==> config.mk <==
export PLATFORM = sky130hd
export DESIGN_NAME = erse_ctrl
export DESIGN_NICKNAME = d
export VERILOG_FILES = /design/src/rtl/core/erse_pkg.sv /design/src/rtl/core/erse_ctrl.sv
export SDC_FILE = /design/constraint.sdc
export NUM_CORES = 1
export LEC_CHECK = 0
export ABC_CLOCK_PERIOD_IN_PS = 1400
export BUFFER_PORTS_ARGS = -buffer_cell sky130_fd_sc_hd__buf_2
export CAP_MARGIN = 20
export CORE_MARGIN = 4
export CORE_UTILIZATION = 38
export CTS_CLUSTER_SIZE = 12
export DETAILED_ROUTE_END_ITERATION = 10
export GPL_ROUTABILITY_DRIVEN = 1
export PLACE_DENSITY = 0.79
export SETUP_SLACK_MARGIN = 0.3
export SLEW_MARGIN = 30
export SYNTH_ARGS = -nofsm -noshare
export SYNTH_HDL_FRONTEND = slang
export SYNTH_SLANG_ARGS = --single-unit
==> constraint.sdc <==
create_clock -name clk -period 1.4 [get_ports clk]
set_input_delay 0.28 -clock clk [delete_from_list [all_inputs] [get_ports clk]]
set_output_delay 0.28 -clock clk [all_outputs]
set_load 0.005 [all_outputs]
==> src/rtl/core/erse_pkg.sv <==
// ----------------------------------------------------------------------------
// erse_pkg
// Shared sizes, codes and control structs of the event ring subscription core.
// ----------------------------------------------------------------------------
package erse_pkg;

    localparam int RING_DEPTH = 256;   // power of two
    localparam int SUB_SLOTS  = 64;
    localparam int ID_BITS    = 32;

    localparam int FIELD_W = 32;
    localparam int PAY_W   = 64;
    localparam int SEQ_W   = 32;
    localparam int TAG_W   = (ID_BITS < FIELD_W) ? ID_BITS : FIELD_W;
    localparam int RING_AW = (RING_DEPTH > 1) ? $clog2(RING_DEPTH) : 1;
    localparam int SUB_AW  = (SUB_SLOTS > 1) ? $clog2(SUB_SLOTS) : 1;
    localparam int CNT_W   = $clog2(SUB_SLOTS + 1);
    localparam int RING_W  = TAG_W + PAY_W + SEQ_W;
    localparam int SUB_W   = TAG_W + TAG_W + SEQ_W;

    typedef enum logic [1:0] {
        OP_POST  = 2'd0,
        OP_SUB   = 2'd1,
        OP_UNSUB = 2'd2,
        OP_POLL  = 2'd3
    } opcode_t;

    typedef enum logic [1:0] {
        ST_OK     = 2'd0,
        ST_EXISTS = 2'd1,
        ST_FULL   = 2'd2,
        ST_NONE   = 2'd3
    } status_t;

    typedef enum logic [2:0] {
        RES_POST,
        RES_OK,
        RES_EXISTS,
        RES_FULL,
        RES_NONE,
        RES_HIT
    } res_sel_t;

    typedef enum logic [3:0] {
        S_IDLE,
        S_DISPATCH,
        S_SCAN_RD,
        S_SCAN_CHK,
        S_WALK_RD,
        S_WALK_CHK,
        S_CUR_WB,
        S_FINISH
    } state_t;

    typedef struct packed {
        logic     accept;
        logic     post;
        logic     scan_rd;
        logic     scan_chk;
        logic     sub_write;
        logic     unsub_clear;
        logic     poll_load;
        logic     idx_inc;
        logic     walk_rd;
        logic     cur_wb;
        logic     res_load;
        res_sel_t res_sel;
        logic     out_load;
    } erse_cmd_t;

    typedef struct packed {
        opcode_t op;
        logic    scan_end;
        logic    pair_match;
        logic    cell_hit;
        logic    free_found;
        logic    table_full;
        logic    walk_end;
        logic    surf_hit;
        logic    out_ready;
    } erse_stat_t;

endpackage

==> src/rtl/core/erse_ctrl.sv <==
// ----------------------------------------------------------------------------
// erse_ctrl
// Sequencer for post, subscription scans, cursor walks and result hand-off.
// ----------------------------------------------------------------------------
module erse_ctrl
    import erse_pkg::*;
(
    input  logic       clk,
    input  logic       rst_n,
    input  logic       in_valid,
    output logic       in_stall,
    input  erse_stat_t stat,
    output erse_cmd_t  cmd
);

    state_t state_reg;
    state_t state_next;

    always_ff @(posedge clk or negedge rst_n)
    begin
        if (!rst_n)
        begin
            state_reg <= S_IDLE;
        end
        else
        begin
            state_reg <= state_next;
        end
    end

    always_comb
    begin
        state_next  = state_reg;
        cmd         = '0;
        cmd.res_sel = RES_NONE;
        in_stall    = (state_reg != S_IDLE);
        unique case (state_reg)
            S_IDLE:
            begin
                if (in_valid)
                begin
                    cmd.accept = 1'b1;
                    state_next = S_DISPATCH;
                end
            end
            S_DISPATCH:
            begin
                if (stat.op == OP_POST)
                begin
                    cmd.post     = 1'b1;
                    cmd.res_load = 1'b1;
                    cmd.res_sel  = RES_POST;
                    state_next   = S_FINISH;
                end
                else
                begin
                    state_next = S_SCAN_RD;
                end
            end
            S_SCAN_RD:
            begin
                if (stat.scan_end)
                begin
                    cmd.res_load = 1'b1;
                    state_next   = S_FINISH;
                    if (stat.op == OP_SUB)
                    begin
                        if (stat.free_found || !stat.table_full)
                        begin
                            cmd.sub_write = 1'b1;
                            cmd.res_sel   = RES_OK;
                        end
                        else
                        begin
                            cmd.res_sel = RES_FULL;
                        end
                    end
                end
                else
                begin
                    cmd.scan_rd = 1'b1;
                    state_next  = S_SCAN_CHK;
                end
            end
            S_SCAN_CHK:
            begin
                cmd.scan_chk = 1'b1;
                state_next   = S_SCAN_RD;
                cmd.idx_inc  = 1'b1;
                case (stat.op)
                    OP_SUB:
                    begin
                        if (stat.pair_match)
                        begin
                            cmd.idx_inc  = 1'b0;
                            cmd.res_load = 1'b1;
                            cmd.res_sel  = RES_EXISTS;
                            state_next   = S_FINISH;
                        end
                    end
                    OP_UNSUB:
                    begin
                        if (stat.pair_match)
                        begin
                            cmd.idx_inc     = 1'b0;
                            cmd.unsub_clear = 1'b1;
                            cmd.res_load    = 1'b1;
                            cmd.res_sel     = RES_OK;
                            state_next      = S_FINISH;
                        end
                    end
                    OP_POLL:
                    begin
                        if (stat.cell_hit)
                        begin
                            cmd.idx_inc   = 1'b0;
                            cmd.poll_load = 1'b1;
                            state_next    = S_WALK_RD;
                        end
                    end
                    default:
                    begin
                        state_next = S_SCAN_RD;
                    end
                endcase
            end
            S_WALK_RD:
            begin
                if (stat.walk_end)
                begin
                    state_next = S_CUR_WB;
                end
                else
                begin
                    cmd.walk_rd = 1'b1;
                    state_next  = S_WALK_CHK;
                end
            end
            S_WALK_CHK:
            begin
                if (stat.surf_hit)
                begin
                    cmd.res_load = 1'b1;
                    cmd.res_sel  = RES_HIT;
                    cmd.cur_wb   = 1'b1;
                    state_next   = S_FINISH;
                end
                else
                begin
                    state_next = S_WALK_RD;
                end
            end
            S_CUR_WB:
            begin
                // cursor reached the write count: save it, move to next slot
                cmd.cur_wb  = 1'b1;
                cmd.idx_inc = 1'b1;
                state_next  = S_SCAN_RD;
            end
            S_FINISH:
            begin
                if (stat.out_ready)
                begin
                    cmd.out_load = 1'b1;
                    state_next   = S_IDLE;
                end
            end
            default:
            begin
                state_next = S_IDLE;
            end
        endcase
    end

endmodule

== Word-level counts from Yosys, hierarchy flattened ==
Cells that the tools add are included.

* Register bits: 4
* Output and inout bits: 16
* Logic and storage cells: 63
* Bits of input ports: 13

* Equal/unequal tests: 12
* Multiplexer cells: 43
* Reduce and logical (&&, ||, !) cells: 7

{| class="wikitable"
|+ Operators by type and width
! kind !! number
|-
| 4-bit case mux with 8 select lines || 1
|-
| 4-bit two-way mux || 6
|-
| 1-bit two-way mux || 19
|-
| 4-bit by 3-bit == test with 1-bit output, second input constant || 4
|-
| 4-bit case mux with 2 select lines || 2
|-
| 4-bit case mux with 4 select lines || 1
|-
| 3-bit two-way mux || 5
|-
| 2-bit two-way mux || 5
|-
| 4-bit by 2-bit == test with 1-bit output, second input constant || 2
|-
| 1-bit case mux with 2 select lines || 3
|-
| 5-bit two-way mux || 1
|-
| 2-bit == test, second input constant || 2
|-
| 4-bit by 1-bit == test with 1-bit output, second input constant || 1
|-
| 4-bit zero test || 1
|-
| 2-bit inequality test, second input constant || 2
|-
| 4-bit nonzero test || 1
|-
| 2-bit by 1-bit == test with 1-bit output, second input constant || 1
|-
| 2-bit zero test || 1
|-
| 2-bit AND reduction || 1
|-
| 2-bit OR reduction || 1
|-
| 1-bit zero test || 1
|-
| 1-bit logical OR || 1
|}

== Depth between registers and ports, before layout ==
Gate-level depths: netlist of the first run.

* Depth in word-level cells: 6
* Mapped depth: 5
* Gate-level depth less buffers: 5

== Worst setup path after synthesis of the first run ==
No wires, ideal clock.

* Path kind: input port to output port
* Start point: input stat[8] (netlist name)
* End point: output cmd[7] (netlist name)
* Path slack: -0.014 ns
* Arrival: 1.134 ns
* Cell stages on the path: 5
* Path buffers: 0
* Required time: 1.120 ns
* Cells stage by stage: inv_1 ha_1 nor2b_1 o311ai_0 a21boi_0

{| class="wikitable"
|+ RTL lines
! what !! line !! text
|-
| start: declaration || erse_ctrl.sv:12 || <nowiki>input erse_stat_t stat,</nowiki>
|-
| end: declaration || erse_ctrl.sv:13 || <nowiki>output erse_cmd_t cmd</nowiki>
|}

==> results.sh, run 1 <==
export IMPL_critPathRequiredTime_ns=1.12
export IMPL_die_w_um=44.7
export IMPL_arrival_ns=1.40
export IMPL_syn_avg_cell_area_um2=7.09
export IMPL_synthTopCellsByArea="dfrtp_1 (15%), ha_1 (9.8%), nor2b_1 (6.1%)"
export IMPL_crit_path_end_kind="primary output"
export IMPL_slew_headroom_pct=82.0
export IMPL_p_sw_share_pct=43.2
export IMPL_cts_max_level=1
export IMPL_place_inst=122
export IMPL_cellInternalPower_mw=1.14
export IMPL_crit_type="flop to primary output"
export IMPL_setup_viol=18
export IMPL_cts_buffers=3
export IMPL_yosysWarnings=0
export IMPL_synth_fa_ha_area_share_pct=9.80
export IMPL_via_count=777
export IMPL_root_buffer="clkbuf_4"
export IMPL_synthCells=72
export IMPL_synth_xor_area_share_pct=0
export IMPL_clk_insertion_delay_late_ns=0.23
export IMPL_route_detailed_drc=0
export IMPL_final_common_cell="buf_2"
export IMPL_ctsLongestPathBuffers=2
export IMPL_violations="negative setup slack"
export IMPL_clk_pin_slew_ns=0.04
export IMPL_timing_hold_ws_ns=0.383
export IMPL_path_max_fanout=6
export IMPL_dieHeight_um=44.7
export IMPL_synth_top_area_cell="dfrtp_1"
export IMPL_p_comb_share_pct=79.6
export IMPL_synth_top_family_by_area="simple AND/OR/NAND/NOR gates"
export IMPL_p_per_area_mw_per_mm2=1900
export IMPL_layout_common_cells="buf_2 (24), buf_6 (14), buf_4 (11)"
export IMPL_p_total_mw=2.01
export IMPL_finalHoldViolations=0
export IMPL_finalSetupTns_ns=-3.69
export IMPL_io_pins=29
export IMPL_num_rows=12
export IMPL_rr_startpoint="state_reg[2]$_DFFE_PN0P_"
export IMPL_synth_seq_area_share_pct=14.7
export IMPL_holdCritStartpoint="in_valid"
export IMPL_grt_pass1_wl_um=3000
export IMPL_synth_simple_gate_area_share_pct=36.5
export IMPL_hp_class="primary input to flop"
export IMPL_dpl_cell_area_um2=787
export IMPL_leakage_nw=0.526
export IMPL_antenna_found_initial=0
export IMPL_clock_sinks=3
export IMPL_synthesis_nets=89
export IMPL_hold_end="state_reg[0]$_DFFE_PN0P_"
export IMPL_rsz0062_at_grt="yes"
export IMPL_antennaDiodeCount=0
export IMPL_final_nets=141
export IMPL_die_area_mm2=0.00199
export IMPL_gr_usage_all_layers_pct=20.5
export IMPL_port_buffers=28
export IMPL_fin_cells=137
export IMPL_finish_instance_area_mm2=0.00106
export IMPL_synthMuxAreaShare_pct=0
export IMPL_synth_cell_type_count=31
export IMPL_r2r_cells=5
export IMPL_final_core_utilization_pct=89.0
export IMPL_grt_max_degree=8
export IMPL_worst_slew_pin_slew_ns=0.268
export IMPL_final_layout_size_suffix_gt1_share_pct=72.4
export IMPL_vias_per_cell=5.67
export IMPL_synth_seq_cells=3
export IMPL_clock_fmax_ghz=0.595
export IMPL_area_growth_pct=107
export IMPL_synth_compound_area_share_pct=31.1
export IMPL_largest_register_ffs=3
export IMPL_place_congestion=0.861
export IMPL_hold_depth=3
export IMPL_r2r_slack_ns=-0.19
export IMPL_dp_slack_ns=-0.186
export IMPL_wl_per_cell_um=17.1
export IMPL_yosysTopAreaCellShare_pct=14.7
export IMPL_core_area_mm2=0.00119
export IMPL_start_util_pct=43.0
export IMPL_clockPowerShare_pct=7.7
export IMPL_gr_total_overflow=0
export IMPL_grt_pass1_vias=679
export IMPL_drt_initial_drc_count=47
export IMPL_drv_cap=0
export IMPL_cts_tree="yes"
export IMPL_status="complete, but fails checks"
export IMPL_p_sw_mw=0.866
export IMPL_fill_cells=58
export IMPL_peakVddDrop_mv=1.10
export IMPL_cp_start_kind="flop"
export IMPL_dr_pass1_iters=4
export IMPL_drv_slew=0
export IMPL_seqPwrFrac_pct=12.7
export IMPL_antenna_left=0
export IMPL_min_period_ns=1.68
export IMPL_hpwl_um=1340
export IMPL_finalWorstSetupSlack_ns=-0.282
export IMPL_routed_wl_um=2340
export IMPL_rr_endpoint="state_reg[0]$_DFFE_PN0P_"
export IMPL_mappedNetlistArea_um2=510
export IMPL_min_period_over_period_pct=120
export IMPL_skew_ns=0.00149
## kinds of logic (layout without fill, tap and decap cells)
family | after synthesis | in the layout
and+or+nand+nor | 33 | 33
DFF | 3 | 3
adders and majority gates | 4 | 4
AOI/OAI and AO/OA | 22 | 22
buffers and inverters | 10 | 61
## layout make-up
type	instances	area, µm²	area share [%]
clock buffer	4	26.3	2.49
sequential	3	78.8	7.46
multi-input combinational	59	534	50.6
inverter	7	28.8	2.73
tap	14	17.5	1.66
timing repair buffer	50	370	35.1
## synth_stat cells, drive strengths merged
cell type  count
nand2          8
o31a           1
inv            7
a221o          1
clkbuf         1
nor3           4
a21boi         2
and2b          1
and3           3
a311oi         1
o311ai         1
nor2b          5
ha             4
nand3b         2
nor4b          1
o31ai          1
o2111ai        1
buf            2
or3            2
a211o          3
o21ai          7
nand3          1
dfrtp          3
o211ai         1
nor2           6
a211oi         1
a32o           1
a21oi          1
## metal layers
metal | track usage (%) | up-vias | wire length [µm]
li1 | - | 365 | -
met1 | 24.2 | 366 | 956
met2 | 36.7 | 42 | 1170
met3 | 1.63 | 4 | 176
met4 | 9.64 | 0 | 34
met5 | 0 | - | 0
## how the worst max path moves through the flow
stage	start	end	slack, ns	cells after the start
after floorplan	state_reg[0]$_DFFE_PN0P_	cmd[4]	0.13	4
after global placement	stat[9]	cmd[2]	-0.14	7
after detailed placement	stat[9]	cmd[10]	-0.19	7
after CTS	state_reg[1]$_DFFE_PN0P_	cmd[4]	-0.25	5
after global routing	state_reg[1]$_DFFE_PN0P_	cmd[3]	-0.32	4
final	state_reg[1]$_DFFE_PN0P_	cmd[14]	-0.28	4
## critical path, cell delays in order (launching register included)
cell and delay (ns):
dfrtp_2 0.48, buf_6 0.16, or3_4 0.34, nor2_2 0.08, buf_2 0.11
## power groups by stage
stage | sequential (mW) | combinational [mW] | clock (mW)
floorplan | 0.219 | 0.609 | 0
global placement | 0.255 | 0.940 | 0
detailed placement | 0.256 | 0.957 | 0
CTS | 0.239 | 1.21 | 0.157
global route | 0.264 | 1.69 | 0.169
finish | 0.254 | 1.60 | 0.155
## timing repair
item	CTS	global route
hold buffers	1	0
setup buffers	5	5
pin swaps	7	8
endpoints found under the setup margin	19	19
resized for setup	17	23
hold endpoints to repair	3	0
Note: power is estimated with default switching activity, not from simulation.
==> run 2, diff against run 1 <==
--- a/config.mk
+++ b/config.mk
@@ -5,15 +5,15 @@
 export SDC_FILE = /design/constraint.sdc
 export NUM_CORES = 1
 export LEC_CHECK = 0
-export ABC_CLOCK_PERIOD_IN_PS = 1400
+export ABC_CLOCK_PERIOD_IN_PS = 1550
 export BUFFER_PORTS_ARGS = -buffer_cell sky130_fd_sc_hd__buf_2
 export CAP_MARGIN = 20
-export CORE_MARGIN = 4
-export CORE_UTILIZATION = 38
+export CORE_AREA = 4 4 41 43
 export CTS_CLUSTER_SIZE = 12
 export DETAILED_ROUTE_END_ITERATION = 10
+export DIE_AREA = 0 0 45 47
 export GPL_ROUTABILITY_DRIVEN = 1
-export PLACE_DENSITY = 0.79
+export PLACE_DENSITY = 0.77
 export SETUP_SLACK_MARGIN = 0.3
 export SLEW_MARGIN = 30
 export SYNTH_ARGS = -nofsm -noshare
==> constraint.sdc (replaced) <==
create_clock -name clk -period 1.55 [get_ports clk]
set_input_delay 0.31 -clock clk [delete_from_list [all_inputs] [get_ports clk]]
set_output_delay 0.31 -clock clk [all_outputs]
set_load 0.005 [all_outputs]
==> run 2 against run 1 <==
The run still ends with negative setup slack left. Clock skew is 0.0014 ns higher. Combinational power hardly changed. Cell count is 1.5% higher. Via count is 7.2% higher. Worst hold slack better by 0.039 ns. Global-route usage is 1.7 points higher. Sequential share of layout area is 0.70 points lower. Die area is 6.1% higher. Utilization is 0.59 points higher. Flip-flop and latch count stayed put. Clock power is 11% lower. Largest cell class unchanged. Highest routed layer unchanged.
==> results.sh, run 2 (same netlist as run 1, synthesis figures left out) <==
export IMPL_drv_cap=0
export IMPL_p_per_area_mw_per_mm2=1630
export IMPL_die_area_mm2=0.00212
export IMPL_die_w_um=45
export IMPL_min_period_ns=1.73
export IMPL_place_congestion=0.808
export IMPL_grt_pass1_vias=776
export IMPL_path_max_fanout=5
export IMPL_fill_cells=61
export IMPL_crit_path_end_kind="primary output"
export IMPL_peakVddDrop_mv=1.40
export IMPL_routed_wl_um=2700
export IMPL_min_period_over_period_pct=112
export IMPL_dpl_cell_area_um2=805
export IMPL_r2r_cells=5
export IMPL_dieHeight_um=47
export IMPL_grt_max_degree=8
export IMPL_cp_slowest_cell="dfrtp_2"
export IMPL_largest_register_ffs=3
export IMPL_timing_hold_ws_ns=0.422
export IMPL_final_layout_size_suffix_gt1_share_pct=74.2
export IMPL_cts_tree="yes"
export IMPL_vias_per_cell=5.99
export IMPL_clk_insertion_delay_late_ns=0.23
export IMPL_drt_initial_drc_count=39
export IMPL_p_total_mw=1.90
export IMPL_cp_start_kind="flop"
export IMPL_critical_path_max_stage_delay_ns=0.43
export IMPL_clk_pin_slew_ns=0.04
export IMPL_io_pins=29
export IMPL_critPathRequiredTime_ns=1.24
export IMPL_layout_common_cells="buf_2 (23), buf_6 (13), buf_4 (12)"
export IMPL_slew_headroom_pct=76.8
export IMPL_setup_viol=16
export IMPL_final_nets=142
export IMPL_finalSetupTns_ns=-1.59
export IMPL_root_buffer="clkbuf_4"
export IMPL_start_util_pct=39.2
export IMPL_ctsLongestPathBuffers=2
export IMPL_port_buffers=28
export IMPL_arrival_ns=1.42
export IMPL_finalHoldViolations=0
export IMPL_cts_max_level=1
export IMPL_critPathBufInv=3
export IMPL_crit_family="flip-flops"
export IMPL_place_inst=120
export IMPL_gr_total_overflow=0
export IMPL_antenna_found_initial=0
export IMPL_rr_endpoint="state_reg[0]$_DFFE_PN0P_"
export IMPL_skew_ns=0.00288
export IMPL_route_detailed_drc=0
export IMPL_status="complete, but fails checks"
export IMPL_hpwl_um=1430
export IMPL_final_common_cell="buf_2"
export IMPL_core_area_mm2=0.00130
export IMPL_gr_usage_all_layers_pct=22.2
export IMPL_wl_per_cell_um=19.4
export IMPL_cts_buffers=3
export IMPL_clock_sinks=3
export IMPL_worst_slew_pin_slew_ns=0.345
export IMPL_rr_startpoint="state_reg[0]$_DFFE_PN0P_"
export IMPL_rsz0062_at_grt="yes"
export IMPL_crit_type="flop to primary output"
export IMPL_antennaDiodeCount=0
export IMPL_violations="negative setup slack"
export IMPL_area_growth_pct=128
export IMPL_r2r_slack_ns=-0.09
export IMPL_grt_pass1_wl_um=3400
export IMPL_finalWorstSetupSlack_ns=-0.181
export IMPL_fin_cells=139
export IMPL_path_depth=5
export IMPL_drv_slew=0
export IMPL_dr_pass1_iters=4
export IMPL_antenna_left=0
export IMPL_hp_class="primary input to async pin"
export IMPL_clock_fmax_ghz=0.578
export IMPL_finish_instance_area_mm2=0.00117
export IMPL_leakage_nw=0.552
export IMPL_num_rows=13
export IMPL_via_count=833
export IMPL_crit_chain="buf_6 > nand3b_4 > inv_2 > a221o_1 > buf_2"
[run 2: power breakdown]
group	total [mW]	switching, mW	internal [mW]
logic	1.58	0.749	0.829
registers	0.184	0.0550	0.129
clock network	0.138	0.0416	0.0966
total	1.90	0.846	1.05
[run 2: worst max-delay path by stage]
stage	from	end	slack, ns
floorplan	state_reg[0]$_DFFE_PN0P_	cmd[1]	0.23
global placement	stat[8]	cmd[7]	-0.14
detailed placement	stat[8]	cmd[7]	-0.16
CTS	state_reg[2]$_DFFE_PN0P_	cmd[8]	-0.12
global route	state_reg[0]$_DFFE_PN0P_	cmd[3]	-0.22
finish	state_reg[0]$_DFFE_PN0P_	cmd[3]	-0.18
[run 2: worst register-to-register path, stage by stage, from the launching register on]
cell and delay, ns:
dfrtp_2 0.41, buf_6 0.12, nand3b_4 0.13, buf_4 0.17, or3_4 0.39, a311oi_4 0.30
[run 2: through the flow]
| stage | setup WS, ns | utilization [%] |
|---|---|---|
| after floorplan | 0.227 | - |
| after global placement | -0.138 | 61.8 |
| after detailed placement | -0.159 | 61.8 |
| after CTS | -0.121 | 76.3 |
| after global routing | -0.220 | 89.6 |
| final | -0.181 | 89.6 |
[run 2: layout make-up]
| class | count | area (µm²) | share of cell area [%] |
|---|---|---|---|
| Clock buffer | 4 | 26.3 | 2.25 |
| Inverter | 7 | 51.3 | 4.40 |
| Multi-Input combinational cell | 59 | 589 | 50.5 |
| Sequential cell | 3 | 78.8 | 6.76 |
| Tap cell | 15 | 18.8 | 1.61 |
| Timing Repair Buffer | 51 | 402 | 34.4 |
[run 2: timing repair]
item / in CTS / in global routing
endpoints found under the setup margin: 19 / 19
pin swaps: 11 / 13
endpoints found under the hold margin: 3 / 0
setup buffers: 8 / 6
gates resized for setup: 28 / 29
hold buffers: 1 / 0
[run 2: routing by layer]
metal	share of wire, %	global-route usage [%]
met5	0	0
met1	38	23.6
met3	6.1	4.98
met2	52	39.8
met4	3.9	14.0
==> run 3, diff against run 2 <==
--- a/config.mk
+++ b/config.mk
@@ -14,6 +14,7 @@
 export DIE_AREA = 0 0 45 47
 export GPL_ROUTABILITY_DRIVEN = 1
 export PLACE_DENSITY = 0.77
+export REMOVE_ABC_BUFFERS = 1
 export SETUP_SLACK_MARGIN = 0.3
 export SLEW_MARGIN = 30
 export SYNTH_ARGS = -nofsm -noshare
==> run 3 against run 2 <==
The run still ends with negative setup slack left. Critical path type unchanged. Global-route usage is 1.0 points higher. Critical path depth is the same. Cell count increased by 5.8%. Combinational power is 5% higher.
==> results.sh, run 3 (same netlist as run 1, synthesis figures left out) <==
export IMPL_path_max_fanout=5
export IMPL_via_count=838
export IMPL_setup_viol=17
export IMPL_place_inst=125
export IMPL_hold_depth=3
export IMPL_p_comb_share_pct=81.6
export IMPL_clock_fmax_ghz=0.552
export IMPL_route_detailed_drc=0
export IMPL_finalHoldViolations=0
export IMPL_antenna_found_initial=0
export IMPL_ctsLongestPathBuffers=2
export IMPL_core_area_mm2=0.00130
export IMPL_wl_per_cell_um=19.2
export IMPL_crit_path_end_kind="primary output"
export IMPL_final_layout_size_suffix_gt1_share_pct=72.7
export IMPL_gr_total_overflow=0
export IMPL_cellInternalPower_mw=1.14
export IMPL_fin_cells=147
export IMPL_clockPowerShare_pct=7.8
export IMPL_drt_initial_drc_count=18
export IMPL_worst_slew_pin_slew_ns=0.260
export IMPL_arrival_ns=1.50
export IMPL_die_area_mm2=0.00212
export IMPL_routed_wl_um=2820
export IMPL_grt_pass1_vias=792
export IMPL_antenna_left=0
export IMPL_leakage_nw=0.596
export IMPL_vias_per_cell=5.70
export IMPL_skew_ns=0.0115
export IMPL_min_period_ns=1.81
export IMPL_slew_headroom_pct=82.5
export IMPL_cts_buffers=3
export IMPL_finalWorstSetupSlack_ns=-0.262
export IMPL_final_core_utilization_pct=92.5
export IMPL_cp_start_kind="flop"
export IMPL_seqPwrFrac_pct=10.6
export IMPL_place_congestion=0.800
export IMPL_violations="negative setup slack"
export IMPL_status="complete, but fails checks"
export IMPL_crit_type="flop to primary output"
export IMPL_port_buffers=28
export IMPL_p_sw_mw=0.888
export IMPL_io_pins=29
export IMPL_min_period_over_period_pct=117
export IMPL_dieHeight_um=47
export IMPL_p_sw_share_pct=43.7
export IMPL_clock_sinks=3
export IMPL_rsz0062_at_grt="yes"
export IMPL_root_buffer="clkbuf_4"
export IMPL_gr_usage_all_layers_pct=23.3
export IMPL_cts_tree="yes"
export IMPL_die_w_um=45
export IMPL_grt_max_degree=8
export IMPL_final_common_cell="buf_2"
export IMPL_finalSetupTns_ns=-2.37
export IMPL_hp_class="primary input to flop"
export IMPL_area_growth_pct=136
export IMPL_dp_slack_ns=-0.233
export IMPL_num_rows=13
export IMPL_largest_register_ffs=3
export IMPL_hpwl_um=1320
export IMPL_critPathRequiredTime_ns=1.24
export IMPL_layout_common_cells="buf_2 (22), buf_6 (20), buf_4 (14)"
export IMPL_cts_max_level=1
export IMPL_r2r_cells=5
export IMPL_clk_insertion_delay_late_ns=0.26
export IMPL_drv_slew=0
export IMPL_drv_cap=0
export IMPL_peakVddDrop_mv=1.40
export IMPL_final_nets=150
export IMPL_start_util_pct=39.2
export IMPL_dr_pass1_iters=4
export IMPL_p_per_area_mw_per_mm2=1690
export IMPL_clk_pin_slew_ns=0.05
export IMPL_antennaDiodeCount=0
export IMPL_grt_pass1_wl_um=3470
==> run 3: cell types whose count changed in the layout (fill, tap and decap cells not counted), moves of 2 or more <==
cell     previous run  this run
buf_6              13        20
buf_12              2         0
buf_4              12        14
buf_8               0         2
nand2_2             5         3
nor2_1              1         3
nor2_4              3         1
==> run 3: power by group through the flow <==
| stage | Combinational (mW) | Sequential, mW | Clock [mW] |
|---|---|---|---|
| 3_5_place_dp | 0.802 | 0.214 | 0 |
| 5_1_grt | 1.74 | 0.223 | 0.161 |
| 4_1_cts | 1.29 | 0.199 | 0.145 |
| 6_report | 1.66 | 0.215 | 0.159 |
| 2_1_floorplan | 0.372 | 0.235 | 0 |
| 3_3_place_gp | 0.785 | 0.211 | 0 |
==> run 3: final cells by class <==
class	count	area, µm²
repair buffers	59	480
inverters	7	41.3
fillers	50	97.6
clock buffers	4	26.3
flip-flops and latches	3	78.8
multi-input cells	59	558
well taps	15	18.8
==> run 3: what timing repair did <==
| item | 4_1_cts | 5_1_grt |
|---|---|---|
| hold buffers | 1 | 0 |
| hold endpoints to repair | 3 | 0 |
| resized for setup | 47 | 31 |
| buffers inserted | 14 | 3 |
| pin swaps | 15 | 9 |
| endpoints found under the setup margin | 19 | 19 |
==> run 3: metal layers <==
layer,vias to the layer above,track usage [%],part of all wire [%]
li1,382,-,-
met3,13,3.45,4.8
met5,-,0,0
met4,0,12.3,3.5
met1,400,23.8,38
met2,43,45.2,54
==> run 3: critical path, stage by stage, from the launching register on <==
cell      delay, ns
dfrtp_2        0.46
buf_6          0.16
nand3b_1       0.12
o21ai_1        0.09
a211o_1        0.28
buf_2          0.14
==> run 3: path summary, 6_finish.rpt <==
path	endpoint	slack [ns]	startpoint
max reg2reg	state_reg[0]$_DFFE_PN0P_	-0.14	state_reg[2]$_DFFE_PN0P_
min reg2reg	state_reg[2]$_DFFE_PN0P_	0.79	state_reg[2]$_DFFE_PN0P_
min in group asynchronous	state_reg[1]$_DFFE_PN0P_	0.39	rst_n
max in group asynchronous	state_reg[2]$_DFFE_PN0P_	1.02	rst_n
max	cmd[4]	-0.26	state_reg[0]$_DFFE_PN0P_
min	state_reg[0]$_DFFE_PN0P_	0.37	in_valid
==> run 3: stage by stage <==
stage	hold slack [ns]	cell area, µm²	total power [mW]
floorplan	0.0144	497	0.607
global placement	0.105	753	0.996
detailed placement	0.112	753	1.02
CTS	0.357	1050	1.64
global route	0.398	1200	2.13
finish	0.373	1200	2.03
